## config.mk

```make
export PLATFORM = sky130hd
export DESIGN_NAME = wavetable_phaser_feedback_core_flat
export DESIGN_NICKNAME = d
export VERILOG_FILES = /design/src/rtl/wpf_pkg.sv /design/src/rtl/wpf_if.sv /design/src/rtl/wavetable_phaser_feedback_core.sv /design/src/rtl/wpf_cell.sv /design/src/rtl/wpf_offset.sv /design/src/flat_wrapper.sv
export SDC_FILE = /design/constraint.sdc
export NUM_CORES = 1
export LEC_CHECK = 0
export BUFFER_PORTS_ARGS = -buffer_cell sky130_fd_sc_hd__buf_2
export CORE_ASPECT_RATIO = 0.6
export CORE_MARGIN = 1.5
export CORE_UTILIZATION = 45
export DETAILED_ROUTE_END_ITERATION = 8
export GPL_TIMING_DRIVEN = 1
export SLEW_MARGIN = 20
export SYNTH_ARGS = -nofsm -noshare
export SYNTH_HDL_FRONTEND = slang
export SYNTH_SLANG_ARGS = --single-unit
```

## constraint.sdc

```tcl
create_clock -name clk -period 6.6 [get_ports clk]
set_clock_uncertainty 0.1 [all_clocks]
set_input_delay 0.66 -clock clk [delete_from_list [all_inputs] [get_ports clk]]
set_output_delay 0.66 -clock clk [all_outputs]
set_load 0.02 [all_outputs]
```

## src/rtl/wpf_pkg.sv

```systemverilog
// Shared constants, types and the offset wrap table of the feedback flanger.
// No dependencies; every other file in rtl/ depends on this package.
`default_nettype none

package wpf_pkg;

  localparam int FRAME_LEN_DEF = 32;

  localparam int SAMPLE_W = 8;
  localparam int LEVEL_W  = 8;
  localparam int AMOUNT_W = 5;

  // (127 - level) * amount fits 13 bits; times 8225 fits 27 bits
  localparam int LEVEL_CEIL = 127;
  localparam int PROD_W     = LEVEL_W + AMOUNT_W;
  localparam int LFO_SCALE  = 8225;
  localparam int LFO_SHIFT  = 21;
  localparam int SCALED_W   = PROD_W + 14;

  // wrap table covers (q - amount) in -32..31, biased by +32
  localparam int LUT_BIAS  = 32;
  localparam int LUT_DEPTH = 64;
  localparam int LUT_IDX_W = 6;
  localparam int LUT_W     = 8;

  localparam int CFG_AW = 3;
  localparam int CFG_DW = 32;
  localparam int REG_IDX_W = CFG_AW - 2;
  localparam logic [REG_IDX_W-1:0] REG_LFO_AMOUNT = '0;

  typedef logic [LUT_W-1:0] wrap_lut_t [LUT_DEPTH];

  typedef struct packed {
    logic clr;
    logic step;
    logic swap;
  } cell_ctl_t;

  // Entry i holds (i - LUT_BIAS) reduced into 0..n-1; evaluated at elaboration.
  function automatic wrap_lut_t wrap_lut(input int n);
    wrap_lut_t lut;
    int v;
    for (int i = 0; i < LUT_DEPTH; i++) begin
      v = i - LUT_BIAS;
      for (int k = 0; k < LUT_DEPTH; k++) begin
        if (v < 0) v = v + n;
      end
      for (int k = 0; k < LUT_DEPTH; k++) begin
        if (v >= n) v = v - n;
      end
      lut[i] = LUT_W'(v);
    end
    return lut;
  endfunction

endpackage

`default_nettype wire

```

## src/rtl/wpf_if.sv

```systemverilog
// Valid/ready stream interfaces for the flanger's sample and result channels.
// Depends on wpf_pkg for field widths.
`default_nettype none

interface wpf_in_if;
  logic                                  valid;
  logic                                  ready;
  logic signed [wpf_pkg::SAMPLE_W-1:0]   sample;
  logic signed [wpf_pkg::LEVEL_W-1:0]    lfo_level;

  modport source (output valid, output sample, output lfo_level, input ready);
  modport sink   (input valid, input sample, input lfo_level, output ready);
endinterface

interface wpf_out_if;
  logic                                  valid;
  logic                                  ready;
  logic signed [wpf_pkg::SAMPLE_W-1:0]   mixed_sample;
  logic                                  frame_end;

  modport source (output valid, output mixed_sample, output frame_end, input ready);
  modport sink   (input valid, input mixed_sample, input frame_end, output ready);
endinterface

`default_nettype wire

```

## src/rtl/wavetable_phaser_feedback_core.sv

```systemverilog
// Feedback flanger over framed 8-bit samples with a two-bank history ring.
// Each result passes the input, offset and mix/output registers before its
// transfer.
// Throughput: one sample per cycle unless out_chan back-pressures; the history cells
// rotate and shift once per effect-on transfer, so the ring never holds up the stream.
// Reset (synchronous, rst_n low): history, frame position, offset, amount cleared.
// Depends on wpf_pkg, wpf_if, wpf_offset and wpf_cell.
`default_nettype none

module wavetable_phaser_feedback_core #(
  parameter  int FRAME_LEN = wpf_pkg::FRAME_LEN_DEF,
  localparam int POS_W     = $clog2(FRAME_LEN)
) (
  input  wire logic                          clk,
  input  wire logic                          rst_n,
  wpf_in_if.sink                             in_chan,
  wpf_out_if.source                          out_chan,
  input  wire logic                          psel,
  input  wire logic                          penable,
  input  wire logic                          pwrite,
  input  wire logic [wpf_pkg::CFG_AW-1:0]    paddr,
  input  wire logic [wpf_pkg::CFG_DW-1:0]    pwdata,
  output logic      [wpf_pkg::CFG_DW-1:0]    prdata,
  output logic                               pready
);
  import wpf_pkg::*;

  // configuration
  logic                 cfg_wr;
  logic                 reg_hit;
  logic [AMOUNT_W-1:0]  amount_wdata;
  logic                 hist_clr;
  logic [AMOUNT_W-1:0]  amount_r, amount_nxt;

  // frame position and pipeline control
  logic [POS_W-1:0]     pos_r, pos_nxt;
  logic                 in_first, in_last;
  logic                 in_xfer, adv2, adv3;
  logic                 s1_free, s2_free;
  logic [LEVEL_W-1:0]   level_gap;

  logic                 s1_v_r, s1_v_nxt;
  logic signed [SAMPLE_W-1:0] s1_sample_r;
  logic [PROD_W-1:0]    s1_prod_r;
  logic                 s1_first_r, s1_last_r;

  logic                 s2_v_r, s2_v_nxt;
  logic signed [SAMPLE_W-1:0] s2_sample_r;
  logic [POS_W-1:0]     s2_off_r;
  logic                 s2_act_r, s2_last_r;

  logic                 out_v_r, out_v_nxt;
  logic signed [SAMPLE_W-1:0] out_sample_r;
  logic                 out_end_r;

  logic [POS_W-1:0]     off_item;
  logic                 act_item;

  // history ring
  cell_ctl_t            cell_ctl;
  logic [SAMPLE_W-1:0]  rd_q [FRAME_LEN];
  logic [SAMPLE_W-1:0]  wr_q [FRAME_LEN];
  logic [SAMPLE_W-1:0]  tap;
  logic signed [SAMPLE_W-1:0] hist;
  logic signed [SAMPLE_W-1:0] mixed;
  logic signed [SAMPLE_W-1:0] result;

  // ---------------- configuration port ----------------
  assign pready       = 1'b1;
  assign cfg_wr       = psel && penable && pwrite && pready;
  assign reg_hit      = (paddr[CFG_AW-1:2] == REG_LFO_AMOUNT);
  assign amount_wdata = pwdata[AMOUNT_W-1:0];
  // a new nonzero amount written over zero wipes both banks
  assign hist_clr     = cfg_wr && reg_hit && (amount_r == '0) && (amount_wdata != amount_r);
  assign amount_nxt   = (cfg_wr && reg_hit) ? amount_wdata : amount_r;
  assign prdata       = reg_hit ? CFG_DW'(amount_r) : '0;

  // ---------------- handshake ----------------
  assign adv3    = s2_v_r && (!out_v_r || out_chan.ready);
  assign s2_free = !s2_v_r || adv3;
  assign adv2    = s1_v_r && s2_free;
  assign s1_free = !s1_v_r || adv2;
  assign in_chan.ready = s1_free;
  assign in_xfer = in_chan.valid && s1_free;

  assign in_first  = (pos_r == '0);
  assign in_last   = (pos_r == POS_W'(FRAME_LEN - 1));
  assign pos_nxt   = !in_xfer ? pos_r : (in_last ? '0 : POS_W'(pos_r + 1'b1));
  assign level_gap = LEVEL_W'(LEVEL_CEIL) - in_chan.lfo_level;

  assign s1_v_nxt  = in_xfer ? 1'b1 : (adv2 ? 1'b0 : s1_v_r);
  assign s2_v_nxt  = adv2 ? 1'b1 : (adv3 ? 1'b0 : s2_v_r);
  assign out_v_nxt = adv3 ? 1'b1 : (out_chan.ready ? 1'b0 : out_v_r);

  always_ff @(posedge clk) begin
    if (!rst_n) begin
      amount_r <= '0;
      pos_r    <= '0;
      s1_v_r   <= 1'b0;
      s2_v_r   <= 1'b0;
      out_v_r  <= 1'b0;
    end else begin
      amount_r <= amount_nxt;
      pos_r    <= pos_nxt;
      s1_v_r   <= s1_v_nxt;
      s2_v_r   <= s2_v_nxt;
      out_v_r  <= out_v_nxt;
    end
  end

  // ---------------- stage 1: take the sample, form the LFO product ----------------
  always_ff @(posedge clk) begin
    if (in_xfer) begin
      s1_sample_r <= in_chan.sample;
      s1_prod_r   <= PROD_W'(level_gap) * PROD_W'(amount_r);
      s1_first_r  <= in_first;
      s1_last_r   <= in_last;
    end
  end

  // ---------------- stage 2: offset and effect-on flag ----------------
  wpf_offset #(
    .FRAME_LEN (FRAME_LEN)
  ) u_offset (
    .clk    (clk),
    .rst_n  (rst_n),
    .adv    (adv2),
    .first  (s1_first_r),
    .prod   (s1_prod_r),
    .amount (amount_r),
    .off_o  (off_item),
    .act_o  (act_item)
  );

  always_ff @(posedge clk) begin
    if (adv2) begin
      s2_sample_r <= s1_sample_r;
      s2_off_r    <= off_item;
      s2_act_r    <= act_item;
      s2_last_r   <= s1_last_r;
    end
  end

  // ---------------- stage 3: tap the ring, mix, feed the write bank ----------------
  // cell j of the read bank holds frame position (pos + j) mod FRAME_LEN
  always_comb begin
    tap = '0;
    for (int j = 0; j < FRAME_LEN; j++) begin
      if (POS_W'(j) == s2_off_r) tap = tap | rd_q[j];
    end
  end

  assign hist   = tap;
  assign mixed  = (s2_sample_r >>> 1) + (hist >>> 1);
  assign result = s2_act_r ? mixed : s2_sample_r;

  assign cell_ctl.clr  = hist_clr;
  assign cell_ctl.step = adv3 && s2_act_r;
  assign cell_ctl.swap = s2_last_r;

  for (genvar j = 0; j < FRAME_LEN; j++) begin : g_cell
    localparam int NXT = (j + 1) % FRAME_LEN;
    logic [SAMPLE_W-1:0] wr_feed;

    if (j == FRAME_LEN - 1) begin : g_tail
      assign wr_feed = result;
    end else begin : g_body
      assign wr_feed = wr_q[j + 1];
    end

    wpf_cell u_cell (
      .clk   (clk),
      .rst_n (rst_n),
      .ctl   (cell_ctl),
      .rd_in (rd_q[NXT]),
      .wr_in (wr_feed),
      .rd_q  (rd_q[j]),
      .wr_q  (wr_q[j])
    );
  end

  // ---------------- output register ----------------
  always_ff @(posedge clk) begin
    if (adv3) begin
      out_sample_r <= result;
      out_end_r    <= s2_last_r;
    end
  end

  assign out_chan.valid        = out_v_r;
  assign out_chan.mixed_sample = out_sample_r;
  assign out_chan.frame_end    = out_end_r;

endmodule

`default_nettype wire

```

## src/rtl/wpf_cell.sv

```systemverilog
// One history cell: one read-bank sample and one write-bank sample.
// Depends on wpf_pkg (cell_ctl_t, SAMPLE_W).
`default_nettype none

module wpf_cell (
  input  wire logic                            clk,
  input  wire logic                            rst_n,
  input  wire wpf_pkg::cell_ctl_t              ctl,
  input  wire logic [wpf_pkg::SAMPLE_W-1:0]    rd_in,
  input  wire logic [wpf_pkg::SAMPLE_W-1:0]    wr_in,
  output logic      [wpf_pkg::SAMPLE_W-1:0]    rd_q,
  output logic      [wpf_pkg::SAMPLE_W-1:0]    wr_q
);
  import wpf_pkg::*;

  logic [SAMPLE_W-1:0] rd_r, rd_nxt;
  logic [SAMPLE_W-1:0] wr_r, wr_nxt;

  // Read bank rotates toward cell 0; write bank shifts toward cell 0.
  // On the frame's last transfer the shifted write bank becomes the read bank.
  always_comb begin
    rd_nxt = rd_r;
    wr_nxt = wr_r;
    if (ctl.clr) begin
      rd_nxt = '0;
      wr_nxt = '0;
    end else if (ctl.step) begin
      wr_nxt = wr_in;
      rd_nxt = ctl.swap ? wr_in : rd_in;
    end
  end

  always_ff @(posedge clk) begin
    if (!rst_n) begin
      rd_r <= '0;
      wr_r <= '0;
    end else begin
      rd_r <= rd_nxt;
      wr_r <= wr_nxt;
    end
  end

  assign rd_q = rd_r;
  assign wr_q = wr_r;

endmodule

`default_nettype wire

```

## src/rtl/wpf_offset.sv

```systemverilog
// Delay offset unit: scales the LFO product, wraps it into the frame and
// latches offset and effect-on flag at each frame start. Depends on wpf_pkg.
`default_nettype none

module wpf_offset #(
  parameter  int FRAME_LEN = wpf_pkg::FRAME_LEN_DEF,
  localparam int POS_W     = $clog2(FRAME_LEN)
) (
  input  wire logic                            clk,
  input  wire logic                            rst_n,
  input  wire logic                            adv,
  input  wire logic                            first,
  input  wire logic [wpf_pkg::PROD_W-1:0]      prod,
  input  wire logic [wpf_pkg::AMOUNT_W-1:0]    amount,
  output logic      [POS_W-1:0]                off_o,
  output logic                                 act_o
);
  import wpf_pkg::*;

  localparam wrap_lut_t WRAP = wrap_lut(FRAME_LEN);

  logic [SCALED_W-1:0]  scaled;
  logic [AMOUNT_W-1:0]  swing;
  logic [LUT_IDX_W-1:0] lut_idx;
  logic [POS_W-1:0]     off_new;
  logic                 act_new;
  logic [POS_W-1:0]     off_r, off_nxt;
  logic                 act_r, act_nxt;

  always_comb begin
    scaled  = SCALED_W'(prod) * SCALED_W'(LFO_SCALE);
    swing   = scaled[LFO_SHIFT +: AMOUNT_W];
    lut_idx = LUT_IDX_W'((LUT_IDX_W + 1)'(swing) + (LUT_IDX_W + 1)'(LUT_BIAS)
                         - (LUT_IDX_W + 1)'(amount));
    off_new = POS_W'(WRAP[lut_idx]);
    act_new = (amount != '0);

    off_o = first ? off_new : off_r;
    act_o = first ? act_new : act_r;

    off_nxt = (adv && first) ? off_new : off_r;
    act_nxt = (adv && first) ? act_new : act_r;
  end

  always_ff @(posedge clk) begin
    if (!rst_n) begin
      off_r <= '0;
      act_r <= 1'b0;
    end else begin
      off_r <= off_nxt;
      act_r <= act_nxt;
    end
  end

endmodule

`default_nettype wire

```

## src/flat_wrapper.sv

```systemverilog
// flat-port wrapper written by rule: the top's interface ports become plain ports
module wavetable_phaser_feedback_core_flat import wpf_pkg::*;
#(
  parameter  int FRAME_LEN = wpf_pkg::FRAME_LEN_DEF,
  localparam int POS_W     = $clog2(FRAME_LEN)
)
  (clk, rst_n, psel, penable, pwrite, paddr, pwdata, prdata, pready, in_chan_valid, in_chan_sample, in_chan_lfo_level, in_chan_ready, out_chan_valid, out_chan_mixed_sample, out_chan_frame_end, out_chan_ready);
  wpf_in_if in_chan_i ();
  wpf_out_if out_chan_i ();
  input  wire logic clk;
  input  wire logic rst_n;
  input  wire logic psel;
  input  wire logic penable;
  input  wire logic pwrite;
  input  wire logic [wpf_pkg::CFG_AW-1:0] paddr;
  input  wire logic [wpf_pkg::CFG_DW-1:0] pwdata;
  output logic      [wpf_pkg::CFG_DW-1:0] prdata;
  output logic pready;
  input wire logic [$bits(in_chan_i.valid)-1:0] in_chan_valid;
  input wire logic [$bits(in_chan_i.sample)-1:0] in_chan_sample;
  input wire logic [$bits(in_chan_i.lfo_level)-1:0] in_chan_lfo_level;
  output wire logic [$bits(in_chan_i.ready)-1:0] in_chan_ready;
  output wire logic [$bits(out_chan_i.valid)-1:0] out_chan_valid;
  output wire logic [$bits(out_chan_i.mixed_sample)-1:0] out_chan_mixed_sample;
  output wire logic [$bits(out_chan_i.frame_end)-1:0] out_chan_frame_end;
  input wire logic [$bits(out_chan_i.ready)-1:0] out_chan_ready;
  assign in_chan_i.valid = in_chan_valid;
  assign in_chan_i.sample = in_chan_sample;
  assign in_chan_i.lfo_level = in_chan_lfo_level;
  assign in_chan_ready = in_chan_i.ready;
  assign out_chan_valid = out_chan_i.valid;
  assign out_chan_mixed_sample = out_chan_i.mixed_sample;
  assign out_chan_frame_end = out_chan_i.frame_end;
  assign out_chan_i.ready = out_chan_ready;
  wavetable_phaser_feedback_core #(.FRAME_LEN(FRAME_LEN)) u_core (.clk(clk), .rst_n(rst_n), .in_chan(in_chan_i), .out_chan(out_chan_i), .psel(psel), .penable(penable), .pwrite(pwrite), .paddr(paddr), .pwdata(pwdata), .prdata(prdata), .pready(pready));
endmodule
```

# == Word level (Yosys, flattened, before mapping) ==
# Memories as Yosys holds them, arrays and structs flattened.
# Index checks and enable logic that the tools add are counted.
# word_totals
n_memories,1
rom_bits,512
regBits,570
# memory_table
memory,words,width,rd,rd_ports_with_merged_regs,wr,line,rtl
(name not given),64,8,1,0,0,wpf_offset.sv:35,off_new = POS_W'(WRAP[lut_idx]);
# op_classes
mux,77
n_mul,2
order_cmp,1
reduce_logical,24
bitwise_logic,34
eq_ne,33
n_addsub,5
# op_table
cell,n
two-way mux 8 bit,65
OR 8 bit,31
equality test 5 bit (first input constant),16
equality test 4 x 5 -> 1 bit (first input constant),8
multiplier 13 x 14 -> 26 bit (second input constant),1
two-way mux 5 bit,5
equality test 3 x 5 -> 1 bit (first input constant),4
logical NOT 5 bit,3
multiplier 8 x 5 -> 13 bit,1
equality test 2 x 5 -> 1 bit (first input constant),2
logical AND 1 bit,10
adder 7 x 7 -> 8 bit,1
subtractor 8 bit (first input constant),1
greater-or-equal comparator 7 bit (second input constant),1
two-way mux 1 bit,7
inverter 6 -> 7 bit,1
adder 5 x 6 -> 6 bit (second input constant),1
nonzero test 2 bit,3
subtractor 6 x 5 -> 6 bit,1
adder 5 x 1 -> 5 bit (second input constant),1
equality test 1 x 5 -> 1 bit (first input constant),1
equality test 5 bit (second input constant),1
inequality test 5 bit,1
nonzero test 5 bit,1
other kinds (4),9

# == Depth between registers and ports, before layout ==
# Gate-level depths: netlist of the first run.
# depth
ltp_word,67
mapped_depth,19

# == By module ==
# From an unflattened synthesis of the first run, not the netlist that was laid out.
# hier_totals
cells_unflattened,2761
hier_area_um2,28641.2
# by_module_without_submodules
module,cells_each,area_each_um2,instances,seq_area_each_um2
wpf_cell,63,674.4,32,320.3
wavetable_phaser_feedback_core,622,5895.7,1,1671.6
wpf_offset,123,1164.9,1,120.1

# == Worst setup path before layout of the first run ==
# OpenSTA, ideal clock, no wires.
# synth_path
path_type,register to register
from,register u_core.s1_prod_r[7]
to,"register u_core.s2_off_r[4], data pin"
required_time_ns,6.228
slack_ns,2.364
path_stages_with_launch,19
t_arrival_ns,3.864
n_path_buf,0
path_cell_list,edfxtp_1 -> ha_1 -> ha_1 -> fa_1 -> ha_1 -> ha_1 -> a21oi_1 -> nand2_1 -> o211ai_1 -> a21oi_1 -> o21ai_0 -> ha_1 -> inv_1 -> fa_1 -> a21o_1 -> a21oi_1 -> xnor2_1 -> xnor2_1 -> a21oi_1
# synth_between
elab_chain_len,8
# synth_lines
item,line,rtl
"start, declared",wavetable_phaser_feedback_core.sv:44,logic [PROD_W-1:0] s1_prod_r;
"start signal, assigned",wavetable_phaser_feedback_core.sv:115,s1_prod_r <= PROD_W'(level_gap) * PROD_W'(amount_r);
multiplier 13 x 14 -> 26 bit,wpf_offset.sv:31,scaled = SCALED_W'(prod) * SCALED_W'(LFO_SCALE);
adder 5 x 6 -> 6 bit,wpf_offset.sv:33,lut_idx = LUT_IDX_W'((LUT_IDX_W + 1)'(swing) + (LUT_IDX_W + 1)'(LUT_BIAS)
subtractor 6 x 5 -> 6 bit,wpf_offset.sv:34,- (LUT_IDX_W + 1)'(amount));
inverter 6 -> 7 bit (not written as such),wpf_offset.sv:35,
memory (64 x 8 bit),n/a,
two-way mux 5 bit (not written as such) (2 in a row),wpf_offset.sv:35,
two-way mux 5 bit,wpf_offset.sv:38,off_o = first ? off_new : off_r;
net u_core.off_item[4],wavetable_phaser_feedback_core.sv:56,logic [POS_W-1:0] off_item;
"end signal, assigned",wavetable_phaser_feedback_core.sv:138,s2_off_r <= off_item;
"end, declared",wavetable_phaser_feedback_core.sv:49,logic [POS_W-1:0] s2_off_r;
# The timed path passes the listed nets, and every way through them passes these cells. The select of a mux whose other input is x is not followed.
# A chain may end at the register's enable or synchronous reset.

# == Final worst setup path of the first run ==
# layout_path
from,register u_core.s2_off_r[4]
to,register u_core.g_cell[31].u_cell.rd_r[2]
# layout_between
elab_chain_len,67
word_cells_on_any_way,98
# layout_lines
item,line,rtl
logical NOT 5 bit,wavetable_phaser_feedback_core.sv:149,if (POS_W'(j) == s2_off_r) tap = tap | rd_q[j];
two-way mux 8 bit,wavetable_phaser_feedback_core.sv:149,
OR 8 bit,wavetable_phaser_feedback_core.sv:149,
two-way mux 8 bit,wavetable_phaser_feedback_core.sv:149,
OR 8 bit,wavetable_phaser_feedback_core.sv:149,
two-way mux 8 bit,wavetable_phaser_feedback_core.sv:149,
OR 8 bit,wavetable_phaser_feedback_core.sv:149,
two-way mux 8 bit,wavetable_phaser_feedback_core.sv:149,
(+52 left out),n/a,
OR 8 bit,wavetable_phaser_feedback_core.sv:149,
two-way mux 8 bit,wavetable_phaser_feedback_core.sv:149,
OR 8 bit,wavetable_phaser_feedback_core.sv:149,
two-way mux 8 bit (*),wavetable_phaser_feedback_core.sv:149,
adder 7 x 7 -> 8 bit (*),wavetable_phaser_feedback_core.sv:154,assign mixed = (s2_sample_r >>> 1) + (hist >>> 1);
two-way mux 8 bit (*),wavetable_phaser_feedback_core.sv:155,assign result = s2_act_r ? mixed : s2_sample_r;
net u_core.g_cell[31].u_cell.wr_in (one bit),wpf_cell.sv:10,"input wire logic [wpf_pkg::SAMPLE_W-1:0] wr_in,"
two-way mux 8 bit (*),wpf_cell.sv:29,rd_nxt = ctl.swap ? wr_in : rd_in;
"end signal, assigned",wpf_cell.sv:38,rd_r <= rd_nxt;
"end, declared",wpf_cell.sv:16,"logic [SAMPLE_W-1:0] rd_r, rd_nxt;"
# Mark *: on every way through the listed nets, which the timed path passes. The rest lies on a longest branch.

==> flow_summary.json, run 1 <==
{
  "critPathLaunchType": "register",
  "holdBufCountCts": 0,
  "crit_path_start": "u_core.s2_off_r[4]",
  "hold_viol_final": 0,
  "design.portCount": 102,
  "grt_pass1_vias": 17079,
  "end_kind": "register",
  "cts.sinks": 507,
  "yosysSeqAreaShare_pct": 43.8,
  "crit_path_top_delay_cell": "edfxtp_1",
  "synth_area_leader_cell": "dfxtp_1",
  "track_usage_pct": 23.2,
  "clkSlewWorstSetupHoldPaths_ps": 70,
  "die-area_sq_um": 55300,
  "vias_per_cell": 5.70,
  "yosys-top-cells-area": "dfxtp_1 38%, mux2i_1 9.7%, nand2_1 7.4%",
  "synth-main-ff-cell": "dfxtp_1",
  "fin_area_sq_um": 26000,
  "fin_cells": 3362,
  "layout_min_cycle_time_ps": 5030,
  "hp-class": "input port to register",
  "worstPathMaxFanout": 26,
  "syn_inst": 2709,
  "synth_cell_types": 73,
  "fin_ws_ps": 1570,
  "slew_headroom_pct": 25.7,
  "vias": 19174,
  "grt_overflow_total": 0,
  "crit_end": "u_core.g_cell[31].u_cell.rd_q[2]",
  "regArea_sq_um": 10600,
  "grt_max_degree": 234,
  "yosysWarnings": 0,
  "slew_violations": 0,
  "rows": 65,
  "fmax_ghz": 0.199,
  "fin_total_pwr_mw": 6.54,
  "whs_ps": 160,
  "critical_path.cell_chain": "buf_4, nand3b_1, nor2_1, a22oi_1, nand4_1, a211oi_1, nand4_1, ha_1, fa_1, xnor2_1, a21oi_1, mux2i_1, a211oi_1",
  "worstRegToRegCells": 13,
  "ys_ff_latch": 507,
  "nets": 2775,
  "drive_above_1_share_pct": 6.17,
  "post-place-cells": 3275,
  "place_worst_setup_slack_ps": 1750,
  "p_leak_nw": 9.22,
  "finalCritPeriodShare_pct": 76.1,
  "synth_edf_count": 47,
  "slowest_delay_ps": 930,
  "cts_buffer_depth": 3,
  "crit_cells": 13,
  "status": "completed",
  "clock_latency_ps": 590,
  "peakVddDrop_v": 0.000177,
  "finalSetupViolCount": 0,
  "grt_pass1_wl_um": 101000,
  "r2r-start": "u_core.s2_off_r[4]",
  "worst-path-buf-inv": 1,
  "syn2layout_area_growth_pct": 7.31,
  "start_util_pct": 45.9,
  "synth.most_common_cell": "nand2_1",
  "critPathKind": "register to register",
  "p_per_area_nw_per_um2": 252,
  "cts-buffers-inserted": 48,
  "avgSynthCellArea_sq_um": 8.95,
  "drv_cap": 0,
  "multi_input_area_sq_um": 12300,
  "finalSetupTns_ps": 0,
  "ys_top_cells_by_count": "479 x nand2_1, 460 x dfxtp_1, 289 x nor2_1",
  "drt-total-wl_um": 65500,
  "drc": 0,
  "antenna_found_initial": 1,
  "drtIter0Drc": 2267,
  "synth_area_sq_um": 24200,
  "arrival_ps": 5420,
  "wire_per_inst_um": 19.5,
  "crit_family": "simple AND/OR/NAND/NOR gates",
  "regToRegEndpoint": "u_core.g_cell[31].u_cell.rd_q[2]",
  "cts_tree": "yes",
  "ant_nets": 0,
  "cts_setup_buffers": 0,
  "cts_max_level": 2,
  "min_from": "in_chan_sample[2]",
  "dpl_cell_area_sq_um": 24400,
  "fillCellCount": 5032,
  "tightestPinTransition_ps": 1110,
  "cts_root_buffer": "clkbuf_16",
  "utilization_pct": 49.2,
  "coreArea_sq_um": 52900,
  "rsz0062_at_grt": "false",
  "async_reset_ff_share_pct": 0,
  "io_buffers": 44,
  "rrSetupSlack_ps": 1570,
  "synth.top_cell.area_share_pct": 38.0,
  "drt_pass1_iterations": 5,
  "cp.required_ps": 6990,
  "die_w_um": 303,
  "num_antenna_cells": 0,
  "post_cts_resized": 0,
  "place_congestion": 0.889,
  "chipHeight_um": 183,
  "dp_hpwl_um": 43600
}
where the power goes:
group / leakage [nW] / switching [mW] / internal [mW]
Combinational: 4.27 / 0.317 / 0.158
Clock: 0.767 / 1.21 / 1.60
Sequential: 4.17 / 0.0845 / 3.18
cells in the final DEF, fill, tap and decap left out, types with 9 or more instances in the layout:
cell type  Yosys  final
dfxtp_1      460    460
clkbuf_1     123     16
a22oi_1       57     57
o211ai_1       9      9
conb_1         2     28
clkbuf_16      0     50
a211oi_1     228    228
nor2b_1       32     32
nand4_1       20     20
nor2_1       289    289
a32oi_1       10     10
nand2_1      479    478
o21ai_0       21     21
ha_1          74     74
xnor2_1       20     20
fa_1          21     21
a21oi_1      248    248
edfxtp_1      47     47
buf_2         21     44
mux2_2        13     13
mux2i_1      236    236
nand3_1       19     19
buf_4         35     14
nand2b_1      18     18
inv_1         38     38
nor3_1        13     12
clkbuf_8       0     11
sequential cells by signal, summed over array words and instances, names as in the netlist, 5 cells and up:
name,flops
u_core.s1_sample_r,8
u_core.s2_off_r,5
u_core.g_cell.u_cell.wr_q,217
u_core.g_cell.u_cell.rd_q,224
u_core.s2_sample_r,8
u_core.pos_r,5
u_core.amount_r,5
u_core.out_chan.mixed_sample,8
u_core.u_offset.off_r,5
u_core.s1_prod_r,13
logic make-up (layout without fill, tap and decap cells):
family	after synthesis	in the layout	share of synthesized area (%)
compound gates	635	635	17.2
xor+xnor	23	23	0.831
fa+ha+maj	95	95	5.55
buf+inv	268	192	5.96
flops	507	507	43.8
mux	249	249	10.4
other cells	2	28	0.0310
simple gates	930	930	16.2
layout make-up:
class	instances	share of cell area [%]
clock buffers	77	5.62
clock inverters	10	0.447
inverters	39	0.563
multi-input cells	1960	47.3
flip-flops and latches	507	40.8
well taps	703	3.38
repair buffers	66	1.87
how the worst min path moves through the flow:
stage / to / slack [ps] / cells after the start
5_1_grt: u_core.s1_sample_r[5] / 140 / 1
2_1_floorplan: u_core.s2_last_r / 300 / 0
6_report: u_core.s1_sample_r[2] / 160 / 1
3_5_place_dp: u_core.s2_sample_r[6] / 300 / 0
4_1_cts: u_core.s1_sample_r[2] / 140 / 1
3_3_place_gp: u_core.s2_sample_r[5] / 300 / 0
per-layer routing:
metal  share of wire, %  up-vias  wire length [um]  global-route usage [%]
met2                 38      553             25000                    29.8
met5                  0        -                 0                       0
li1                   -     9349                 -                       -
met1                 52     9194             34100                    38.8
met3                8.2       78              5390                    4.43
met4                1.5        0               977                    4.40
(Power assumes the default switching activity.)
==> run 2: changes to the inputs <==
--- a/config.mk
+++ b/config.mk
@@ -5,6 +5,7 @@
 export SDC_FILE = /design/constraint.sdc
 export NUM_CORES = 1
 export LEC_CHECK = 0
+export ABC_AREA = 1
 export BUFFER_PORTS_ARGS = -buffer_cell sky130_fd_sc_hd__buf_2
 export CORE_ASPECT_RATIO = 0.6
 export CORE_MARGIN = 1.5
==> constraint.sdc (replaced) <==
create_clock -name clk -period 5 [get_ports clk]
set_clock_uncertainty 0.1 [all_clocks]
set_input_delay 0.5 -clock clk [delete_from_list [all_inputs] [get_ports clk]]
set_output_delay 0.5 -clock clk [all_outputs]
set_load 0.02 [all_outputs]
==> flow_summary.json, run 2 <==
{
  "p_leak_nw": 9.58,
  "slew_headroom_pct": 32.1,
  "synth_area_sq_um": 25100,
  "num_antenna_cells": 0,
  "end_kind": "register",
  "cts-buffers-inserted": 49,
  "die_w_um": 308,
  "rsz0062_at_grt": "false",
  "synth_cell_types": 44,
  "synth_edf_count": 47,
  "die-area_sq_um": 57200,
  "cts_tree": "yes",
  "finalSetupTns_ps": 0,
  "crit_cells": 23,
  "io_buffers": 44,
  "synth_fa_ha_area_share_pct": 5.37,
  "syn2layout_area_growth_pct": 8.02,
  "rows": 66,
  "multi_input_area_sq_um": 12400,
  "rrSetupSlack_ps": 550,
  "grt_pass1_vias": 20348,
  "async_reset_ff_share_pct": 0,
  "ant_nets": 0,
  "ys_ff_latch": 507,
  "hp-class": "input port to register",
  "antenna_found_initial": 1,
  "clock_latency_ps": 580,
  "regToRegEndpoint": "u_core.s2_off_r[4]",
  "wire_per_inst_um": 17.1,
  "cts.sinks": 507,
  "grt_pass1_wl_um": 113000,
  "whs_ps": 96.9,
  "tightestPinTransition_ps": 1010,
  "peakVddDrop_v": 0.000278,
  "hold_depth": 3,
  "synth-xor-area-share_pct": 0.699,
  "synth.top_cell.area_share_pct": 36.8,
  "muxShareOfSynthArea_pct": 0,
  "synth_area_leader_cell": "dfxtp_1",
  "slew_violations": 0,
  "dp_hpwl_um": 46700,
  "avgSynthCellArea_sq_um": 7.22,
  "min_delay_worst_endpoint": "u_core.amount_r[1]",
  "cts_setup_buffers": 0,
  "synth-main-ff-cell": "dfxtp_1",
  "drt_pass1_iterations": 6,
  "yosys-top-cells-area": "dfxtp_1 37%, nand2_1 15%, a21oi_1 13%",
  "crit_family": "adder cells",
  "ys_top_cells_by_count": "1019 x nand2_1, 648 x a21oi_1, 460 x dfxtp_1",
  "vias_per_cell": 5.37,
  "post_cts_resized": 0,
  "synth_top_family_by_area": "simple AND/OR/NAND/NOR gates",
  "track_usage_pct": 24.9,
  "cts_max_level": 2,
  "drive_above_1_share_pct": 7.44,
  "synth.most_common_cell": "nand2_1",
  "critical_path.cell_chain": "ha_1, ha_1, fa_1, ha_1, ha_1, a21oi_1, o21a_1, nor2_1, nor2_1, o21ai_0, buf_4, xnor2_1, ha_1, inv_1, fa_1, nand3_1, nand3_1, nand2_1, inv_1, nand4_1, nand2_1, nand2_1, nand2_1",
  "p_per_area_nw_per_um2": 318,
  "fmax_ghz": 0.225,
  "yosysWarnings": 0,
  "grt_overflow_total": 0,
  "worstPathMaxFanout": 5,
  "min_from": "pwdata[1]",
  "coreArea_sq_um": 54600,
  "cts_buffer_depth": 3,
  "finalCritPeriodShare_pct": 89.1,
  "drc": 0,
  "clkSlewWorstSetupHoldPaths_ps": 70,
  "arrival_ps": 4690,
  "yosysSeqAreaShare_pct": 42.4,
  "hold_viol_final": 0,
  "nets": 3559,
  "syn_inst": 3470,
  "fillCellCount": 5412,
  "cts_root_buffer": "clkbuf_16",
  "layout_commonest_cell": "nand2_1",
  "drt-total-wl_um": 71400,
  "crit_path_top_delay_cell": "fa_1",
  "r2r-start": "u_core.s1_prod_r[7]",
  "worst-path-buf-inv": 3,
  "place_congestion": 0.917,
  "status": "completed",
  "critPathKind": "register to register",
  "crit_top_cell": "ha_1",
  "worstRegToRegCells": 23,
  "grt_max_degree": 164,
  "layout_min_cycle_time_ps": 4450,
  "vias": 22499,
  "layout_common_cells": "1019 x nand2_1, 648 x a21oi_1, 460 x dfxtp_1",
  "finalSetupViolCount": 0,
  "regArea_sq_um": 10600,
  "drtIter0Drc": 2688,
  "synth_compound_area_share_pct": 17.2,
  "synth-simple-area-share_pct": 25.8,
  "start_util_pct": 45.9,
  "design.portCount": 102,
  "chipHeight_um": 186,
  "cp.required_ps": 5240,
  "holdBufCountCts": 8,
  "slowest_delay_ps": 470,
  "largest_register_ffs": 224,
  "drv_cap": 0,
  "critPathLaunchType": "register"
}
==> run 2: cell count changes in the layout (fill, tap and decap cells not counted), sizes merged, moves of 56 or more <==
cell	change
nand2	+541
a21oi	+456
mux2i	-236
a211oi	-214
nor2	+142
nand3	+134
inv	+128
a22oi	-56
==> run 2: worst max-delay path by stage <==
stage	endpoint	startpoint	slack, ps
after floorplan	u_core.s2_off_r[4]	u_core.s1_prod_r[7]	820
after global placement	u_core.s2_off_r[4]	u_core.s1_prod_r[7]	530
after detailed placement	u_core.s2_off_r[4]	u_core.s1_prod_r[7]	570
after CTS	u_core.s2_off_r[4]	u_core.s1_prod_r[7]	550
after global routing	u_core.s2_off_r[4]	u_core.s1_prod_r[12]	290
final	u_core.s2_off_r[4]	u_core.s1_prod_r[7]	550
==> run 2: final cells by class <==
class                      instances  area share, %
multi-input combinational       2577           45.9
sequential                       507           39.2
clock buffer                      62           5.08
tap                              748           3.46
timing repair buffer             107           3.10
inverter                         164           2.31
clock inverter                    22          0.920
==> run 2: metal layers <==
| metal | wire length, um | share of wire, % | vias up | global-route usage (%) |
|---|---|---|---|---|
| met5 | 0 | 0 | - | 0 |
| met1 | 36800 | 51 | 10562 | 39.2 |
| met4 | 1430 | 2.0 | 0 | 5.46 |
| li1 | - | - | 11132 | - |
| met3 | 5140 | 7.2 | 122 | 4.29 |
| met2 | 28100 | 39 | 683 | 34.6 |
==> run 2: kinds of logic (layout without fill, tap and decap cells) <==
logic type	Yosys count	count (layout)
simple gates	1643	1643
compound gates	791	791
flops	507	507
buf+inv	412	355
fa+ha+maj	95	95
xor+xnor	20	20
other cells	2	28
==> run 2: report_power, final <==
| part | switching [mW] | total (mW) | leakage, nW | internal, mW |
|---|---|---|---|---|
| sequential | 0.0341 | 4.17 | 4.16 | 4.13 |
| clock | 1.67 | 3.87 | 0.810 | 2.20 |
| combinational | 0.438 | 0.576 | 4.60 | 0.138 |
| total | 2.14 | 8.62 | 9.58 | 6.47 |
==> run 2: worst register-to-register path: stages, from the launching register on <==
cell and delay, ps:
edfxtp_1 460, ha_1 240, ha_1 210, fa_1 470, ha_1 320, ha_1 330
a21oi_1 150, o21a_1 140, nor2_1 40, nor2_1 60, o21ai_0 90, buf_4 170
xnor2_1 150, ha_1 160, inv_1 60, fa_1 440, nand3_1 110, nand3_1 80
nand2_1 100, inv_1 50, nand4_1 100, nand2_1 70, nand2_1 50, nand2_1 50
==> run 2: stage by stage <==
stage	total power [mW]	std cells	instance area [sq um]	utilization [%]	worst slack, ps
after floorplan	4.68	3496	25200	-	820
final	8.62	4187	27100	49.6	546
after global routing	8.91	4187	27100	49.6	292
after detailed placement	4.82	4095	25400	46.5	569
after global placement	4.81	4095	25400	46.5	529
after CTS	8.67	4187	27100	49.6	548
